### src/rtl/si_pkg.sv
// Shared types, widths and status codes for the segment intersection pipeline.
// No dependencies; every other file imports this package.
package si_pkg;

	localparam int COORD_WIDTH = 16;

	localparam int AW   = COORD_WIDTH + 1;
	localparam int MW   = 2 * COORD_WIDTH;
	localparam int CCW  = 2 * COORD_WIDTH + 2;
	localparam int PW   = 2 * COORD_WIDTH + 1;
	localparam int DPW  = 2 * COORD_WIDTH + 2;
	localparam int SW   = 2 * COORD_WIDTH + 3;
	localparam int DW   = 2 * COORD_WIDTH + 3;
	localparam int NPW  = AW + CCW;
	localparam int NW   = NPW + 1;
	localparam int NMW  = NW;
	localparam int QW   = COORD_WIDTH + 1;
	localparam int DIV_LAT = QW + 1;
	localparam int FRONT_LAT = 3;
	localparam int TOTAL_LAT = FRONT_LAT + 3 + DIV_LAT;

	localparam logic [1:0] ST_NONE      = 2'd0;
	localparam logic [1:0] ST_HIT       = 2'd1;
	localparam logic [1:0] ST_COLLINEAR = 2'd2;

	typedef struct packed {
		logic signed [COORD_WIDTH-1:0] first_start_x;
		logic signed [COORD_WIDTH-1:0] first_start_y;
		logic signed [COORD_WIDTH-1:0] first_end_x;
		logic signed [COORD_WIDTH-1:0] first_end_y;
		logic signed [COORD_WIDTH-1:0] second_start_x;
		logic signed [COORD_WIDTH-1:0] second_start_y;
		logic signed [COORD_WIDTH-1:0] second_end_x;
		logic signed [COORD_WIDTH-1:0] second_end_y;
	} seg_t;

	typedef struct packed {
		logic [1:0]                    status;
		logic signed [COORD_WIDTH-1:0] cross_x;
		logic signed [COORD_WIDTH-1:0] cross_y;
	} res_t;

	typedef struct packed {
		logic signed [SW-1:0]  s3;
		logic signed [SW-1:0]  s4;
		logic signed [SW-1:0]  s1;
		logic signed [SW-1:0]  s2;
		logic signed [DW-1:0]  d;
		logic signed [NPW-1:0] b1c2;
		logic signed [NPW-1:0] b2c1;
		logic signed [NPW-1:0] a2c1;
		logic signed [NPW-1:0] a1c2;
	} front_t;

	typedef struct packed {
		logic       valid;
		logic [1:0] status;
		logic       negx;
		logic       negy;
	} side_t;

endpackage

### src/rtl/si_div.sv
// Pipelined restoring divider: one quotient bit per stage, plus an overflow
// flag for quotients that do not fit QW bits. Depends on si_pkg.
module si_div import si_pkg::*; (
	input  logic             clk,
	input  logic [NMW-1:0]   num,
	input  logic [DW-1:0]    den,
	output logic             ovf,
	output logic [QW-1:0]    quo
);

	logic [NMW-1:0] rem_s [0:QW];
	logic [DW-1:0]  den_s [0:QW];
	logic [QW-1:0]  quo_s [0:QW];
	logic           ovf_s [0:QW];

	always_ff @(posedge clk) begin
		rem_s[0] <= num;
		den_s[0] <= den;
		quo_s[0] <= '0;
		ovf_s[0] <= num >= (NMW'(den) << QW);
	end

	for (genvar k = 1; k <= QW; k++) begin : g_stage
		logic [NMW-1:0] trial;
		logic           take;
		assign trial = NMW'(den_s[k-1]) << (QW - k);
		assign take  = rem_s[k-1] >= trial;
		always_ff @(posedge clk) begin
			rem_s[k] <= take ? rem_s[k-1] - trial : rem_s[k-1];
			den_s[k] <= den_s[k-1];
			ovf_s[k] <= ovf_s[k-1];
			quo_s[k] <= quo_s[k-1] | (take ? (QW'(1) << (QW - k)) : '0);
		end
	end

	assign ovf = ovf_s[QW];
	assign quo = quo_s[QW];

endmodule

### config.mk
export PLATFORM = sky130hd
export DESIGN_NAME = si_div
export DESIGN_NICKNAME = d
export VERILOG_FILES = /design/src/rtl/si_pkg.sv /design/src/rtl/si_div.sv
export SDC_FILE = /design/constraint.sdc
export NUM_CORES = 2
export LEC_CHECK = 0
export BUFFER_PORTS_ARGS = -buffer_cell sky130_fd_sc_hd__buf_2
export CAP_MARGIN = 5
export CORE_MARGIN = 2
export CORE_UTILIZATION = 50
export CTS_BUF_LIST = sky130_fd_sc_hd__clkbuf_8
export DETAILED_ROUTE_END_ITERATION = 8
export GPL_TIMING_DRIVEN = 0
export PLACE_DENSITY = 0.79
export RECOVER_POWER = 50
export SETUP_SLACK_MARGIN = 0.05
export SLEW_MARGIN = 20
export SYNTH_ARGS = -nofsm -noshare
export SYNTH_HDL_FRONTEND = slang
export SYNTH_SLANG_ARGS = --single-unit
export TNS_END_PERCENT = 30
### constraint.sdc
create_clock -name clk -period 2.9 [get_ports clk]
set_input_delay 0.435 -clock clk [delete_from_list [all_inputs] [get_ports clk]]
set_output_delay 0.435 -clock clk [all_outputs]
set_load 0.05 [all_outputs]
# == Word level (Yosys, flattened, before mapping) ==
# Memories as Yosys holds them, arrays and structs flattened.
# Index checks and enable logic that the tools add are counted.
# classes
add_sub_neg,17
mul,0
div,0
order_cmp,18
n_eq_ne,0
n_shift,0
mux,34
n_bitwise,17
n_reduce_logical,0
# op_table
operator,count
52-bit 2-to-1 mux,17
17-bit OR,5
52-bit by 35-bit >= comparator with 1-bit output,1
52-bit by 36-bit >= comparator with 1-bit output,1
52-bit by 37-bit >= comparator with 1-bit output,1
52-bit by 38-bit >= comparator with 1-bit output,1
52-bit by 39-bit >= comparator with 1-bit output,1
52-bit by 40-bit >= comparator with 1-bit output,1
52-bit by 41-bit >= comparator with 1-bit output,1
52-bit by 42-bit >= comparator with 1-bit output,1
52-bit by 43-bit >= comparator with 1-bit output,1
52-bit by 44-bit >= comparator with 1-bit output,1
52-bit by 45-bit >= comparator with 1-bit output,1
52-bit by 46-bit >= comparator with 1-bit output,1
52-bit by 47-bit >= comparator with 1-bit output,1
52-bit by 48-bit >= comparator with 1-bit output,1
52-bit by 49-bit >= comparator with 1-bit output,1
52-bit by 50-bit >= comparator with 1-bit output,1
52-bit by 51-bit >= comparator with 1-bit output,1
52-bit >= comparator,1
52-bit by 35-bit subtractor with 52-bit output,1
52-bit by 36-bit subtractor with 52-bit output,1
52-bit by 37-bit subtractor with 52-bit output,1
52-bit by 38-bit subtractor with 52-bit output,1
42 further kinds,42
# word_totals
register_bits,0
latch_bits,0
ramBits,1890
romBits,0
inputBits,88
output_inout_bits,18
word_cells,90
mem_count,4
# mem_list
memory,depth,width,rd,rd_ports_with_merged_regs,write_ports,line,text
rem_s,18,52,17,0,18,si_div.sv:11,logic [NMW-1:0] rem_s [0:QW];
den_s,18,35,17,0,18,si_div.sv:12,logic [DW-1:0] den_s [0:QW];
quo_s,18,17,18,0,18,si_div.sv:13,logic [QW-1:0] quo_s [0:QW];
ovf_s,18,1,18,0,18,si_div.sv:14,logic ovf_s [0:QW];

# == Depth between registers and ports, before layout ==
# An unclocked memory read counts as a cell.
# logic_depth
ltp_word,4
depth_mapped,16
depth_no_buf,14

# == Worst setup path after synthesis ==
# Ideal clock, no wire load.
# synth_timing
kind,reg-to-reg
startpoint,memory den_s[12][5] in the netlist's numbering
endpoint,memory rem_s[13][22] in the netlist's numbering
setup_time_ns,0.121
arrival_time_ns,3.003
required_time_ns,2.779
path_slack_ns,-0.224
path_stages_with_launch,13
n_path_buf,2
synth_period_minus_slack_ns,3.124
path_cell_list,dfxtp_1 inv_1 ha_1 a211oi_1 nor2_1 o31a_1 or2_1 a21o_1 a211o_1 a31oi_1 buf_2 buf_2 mux2_2
# synth_lines
element,line
start: declaration,si_div.sv:12
end: declaration,si_div.sv:11

==> results.yml <==
outcome:
  outcome: "finished with violations"
  violated_checks: "negative setup slack"
routing:
  detail_route.wl_per_cell_um: 21.0
  drt_first_iter_violations: 3481
  detail_route.first_pass.iterations: 8
  drt_wirelength_um: 239000
  remaining_drc_errors: 0
  dr_total_vias: 63200
  postRouteAntennaNets: 0
  avgViaCountPerCell: 5.54
place:
  dp_slack_ns: -2.60
  placed_cell_area_um2: 79600
  place.detailed.hpwl_um: 174000
  placed_cells: 10600
  placer_s_final_routability_congestion_estimate: 0.966
  numPortBuffers: 105
sta:
  highest_clock_rate_mhz: 271
  final_hold_viol_count: 0
  period_share: 1.27
  post-route-worst-setup-slack_ns: -0.790
  tightestPinTransition_ns: 1.16
  rsz_0062_raised_after_global_routing: "yes"
  period_minus_slack_ns: 3.69
  relSlewSlack: 0.213
  timing_max_transition_violations_final: 0
  clock-skew-final_ns: 0.102
  setup_viol: 683
power:
  net-switching-power_mw: 44.1
  power.total_mw: 109
  internal_power_mw: 65.0
  switching_share: 0.404
  power.share.clock: 0.189
  share_seq_of_total_power: 0.308
  power_frac_comb: 0.503
  power_per_cell_area_nw_per_um2: 1130
  worst_ir_drop_vdd_uv: 509
  power.leakage_nw: 42.2
logic_synthesis:
  syn_nets: 9163
  synthesis.area_um2: 76000
  synthDominantCellAreaShare: 0.434
  synthTopCellsByArea: "sky130_fd_sc_hd__dfxtp_1, sky130_fd_sc_hd__ha_1, sky130_fd_sc_hd__a21oi_1, sky130_fd_sc_hd__xnor2_1, sky130_fd_sc_hd__inv_1"
  synth_seq_cells: 1650
  yosysMostFrequentCell: "sky130_fd_sc_hd__dfxtp_1"
  ys_top_cells_by_count: "sky130_fd_sc_hd__dfxtp_1, sky130_fd_sc_hd__a21oi_1, sky130_fd_sc_hd__inv_1"
  synth_area_per_cell_um2: 9.02
  synth_warnings: 0
  postSynthCellCount: 8429
  primary_flip_flop_cell_chosen_by_synthesis_mapping: "sky130_fd_sc_hd__dfxtp_1"
  synth.distinct_cells: 94
  synth-edff-count: 0
  seq_area_frac_synth: 0.434
  synth-async-reset-ratio: 0
  netlist.top_cell.by_area: "sky130_fd_sc_hd__dfxtp_1"
final_layout:
  nets: 9916
  final_util: 0.635
  final_cell_count_no_fill: 11400
  drive_above_1_share: 0.208
  finish.instance_area_um2: 96200
  area_growth_pct: 26.5
clock_tree:
  h_tree_depth_reported_by_cts: 5
  cts_made_buffers: 291
  worst_setup_hold_path_clk_slew_ns: 0.06
  cts_max_path_buffers: 4
  clock_latency_ns: 1.02
  cts.root.buffer_cell: "sky130_fd_sc_hd__clkbuf_8"
  clkSinkCount: 1650
  tritoncts: "built"
setup_path:
  cpMaxStageDelayCell: "sky130_fd_sc_hd__or4_4"
  cpMostUsedCell: "sky130_fd_sc_hd__a21oi_2"
  endpoint: "rem_s[15][49]"
  critPathCaptureType: "register"
  r2r-start: "den_s[14][4]"
  cp.depth: 14
  regToRegEndpoint: "rem_s[15][49]"
  critPathKind: "register to register"
  worstPathArrival_ns: 4.59
  worst_path_buf_inv: 3
  setup.worst_path.start_class: "register"
  worst_path_largest_cell_delay_ns: 0.50
  timing.critical_path.cells: "inv_1 -> ha_1 -> a21oi_2 -> nand2_1 -> o211ai_1 -> a21oi_2 -> a221o_1 -> a31oi_4 -> nor3_1 -> or4_4 -> buf_8 -> buf_4 -> nor4_4 -> xor2_1"
  flop_to_flop_setup_slack_ns: -0.79
  critical_path.max_fanout: 5
  crit_path_start: "den_s[14][4]"
  worst_r2r_path_cells: 14
  critPathTopFamily: "compound AO/OA/AOI/OAI gates"
  crit_required_ns: 3.80
floorplanning:
  floorplan.initialDensity: 0.502
  core_area_um2: 152000
  die_area_um2: 155000
  floorplan.die.height_um: 394
  floorplan.rows: 143
  dieWidth_um: 394
  top_level_ports: 106
min_path:
  hp-class: "primary input to register"
global_routing:
  largest_net_degree_at_the_start_of_global_routing: 17
  vias_in_the_first_global_route: 64800
  first_pass_grt_wire_length_um: 345000
  global_route.usage.total: 0.283
  antenna_found_initial: 5
  overflow: 0
flow_run:
  max-cap-violations: 0
kinds of logic (layout without fill, tap and decap cells):
| group | after synthesis | after routing | share of synthesized area |
|---|---|---|---|
| XOR/XNOR | 622 | 622 | 0.0716 |
| flip-flops | 1650 | 1650 | 0.434 |
| multiplexers | 93 | 93 | 0.0141 |
| AND/OR/NAND/NOR | 2094 | 2094 | 0.135 |
| other | 0 | 13 | 0 |
| buffers and inverters | 1037 | 1971 | 0.0526 |
| AO/OA/AOI/OAI | 2287 | 2287 | 0.185 |
| adder cells (fa/ha/maj) | 646 | 646 | 0.108 |
flip-flops by register name, summed over array words and instances (netlist names):
signal,count
den_s,595
ovf_s,18
quo_s,153
rem_s,884
worst min-delay path by stage:
stage | from | endpoint | cells past startpoint
floorplan | ovf_s[9] | ovf_s[10] | 0
global placement | quo_s[16][7] | quo_s[17][7] | 0
detailed placement | ovf_s[14] | ovf_s[15] | 0
CTS | num[16] | rem_s[0][16] | 2
global route | den[27] | den_s[0][27] | 2
finish | den[27] | den_s[0][27] | 2
what timing repair did:
item | CTS | global route
resized for setup | 564 | 1226
pin swaps | 107 | 293
hold buffers | 97 | 0
cloned | 8 | 21
setup buffers | 80 | 205
setup endpoints to repair | 713 | 712
hold endpoints to repair | 88 | 0
through the flow:
step	TNS, ns	hold slack, ns
after floorplan	-0.419	0.310
after global placement	-1098.38	0.309
after detailed placement	-947.67	0.312
after CTS	-293.82	0.000453
after global routing	-269.25	0.0462
final	-204.78	0.0933
power groups by stage:
stage                     Clock [mW]  Combinational [mW]  Sequential, mW
after floorplan                    0                34.8            32.0
after detailed placement           0                45.2            33.3
after global routing            22.2                59.7            34.2
after CTS                       21.0                48.1            33.0
final                           20.7                54.9            33.6
after global placement             0                44.6            33.2
area by class of cell:
type	count	area, µm²
Antenna cell	13	32.5
Buffer	183	1970
Clock buffer	358	4930
Clock inverter	116	622
Fill cell	12200	55400
Inverter	794	3030
Multi-Input combinational cell	5742	45200
Sequential cell	1650	33100
Tap cell	2030	2540
Timing Repair Buffer	520	4760
routing by layer:
metal / vias up / routed length (µm) / track usage
li1: 30900 / - / -
met1: 29600 / 75200 / 0.233
met2: 1854 / 130000 / 0.567
met3: 908 / 7590 / 0.0391
met4: 0 / 26700 / 0.263
met5: - / 0 / 0
layout by cell type (no fill, tap or decap), types with 41 or more instances in the layout:
cell | Yosys | layout
sky130_fd_sc_hd__nand2_2 | 1 | 43
sky130_fd_sc_hd__dfxtp_2 | 0 | 59
sky130_fd_sc_hd__a21oi_1 | 830 | 713
sky130_fd_sc_hd__a31oi_1 | 73 | 52
sky130_fd_sc_hd__a21o_1 | 319 | 315
sky130_fd_sc_hd__xor2_1 | 274 | 272
sky130_fd_sc_hd__clkbuf_8 | 0 | 362
sky130_fd_sc_hd__ha_1 | 630 | 462
sky130_fd_sc_hd__o21ai_1 | 8 | 53
sky130_fd_sc_hd__ha_2 | 0 | 53
sky130_fd_sc_hd__nand4_1 | 151 | 151
sky130_fd_sc_hd__o21bai_1 | 87 | 83
sky130_fd_sc_hd__buf_4 | 2 | 223
sky130_fd_sc_hd__o21a_1 | 69 | 66
sky130_fd_sc_hd__o21ai_0 | 526 | 428
sky130_fd_sc_hd__buf_6 | 7 | 64
sky130_fd_sc_hd__nor4_1 | 75 | 42
sky130_fd_sc_hd__or3_1 | 49 | 41
sky130_fd_sc_hd__dlygate4sd3_1 | 0 | 97
sky130_fd_sc_hd__xnor2_1 | 348 | 343
sky130_fd_sc_hd__ha_4 | 0 | 115
sky130_fd_sc_hd__mux2_2 | 82 | 77
sky130_fd_sc_hd__buf_12 | 0 | 65
sky130_fd_sc_hd__nand3_1 | 124 | 98
sky130_fd_sc_hd__inv_1 | 791 | 840
sky130_fd_sc_hd__clkbuf_1 | 186 | 125
sky130_fd_sc_hd__nor3_1 | 112 | 84
sky130_fd_sc_hd__nor2_4 | 0 | 57
sky130_fd_sc_hd__nand2_1 | 608 | 552
sky130_fd_sc_hd__o211ai_1 | 46 | 46
sky130_fd_sc_hd__nand2b_1 | 78 | 73
sky130_fd_sc_hd__nor2b_1 | 102 | 89
sky130_fd_sc_hd__buf_2 | 38 | 43
sky130_fd_sc_hd__a21oi_2 | 0 | 90
sky130_fd_sc_hd__dfxtp_1 | 1650 | 1585
sky130_fd_sc_hd__nor2_1 | 556 | 460
No activity file was read; power rests on OpenSTA's default activity.
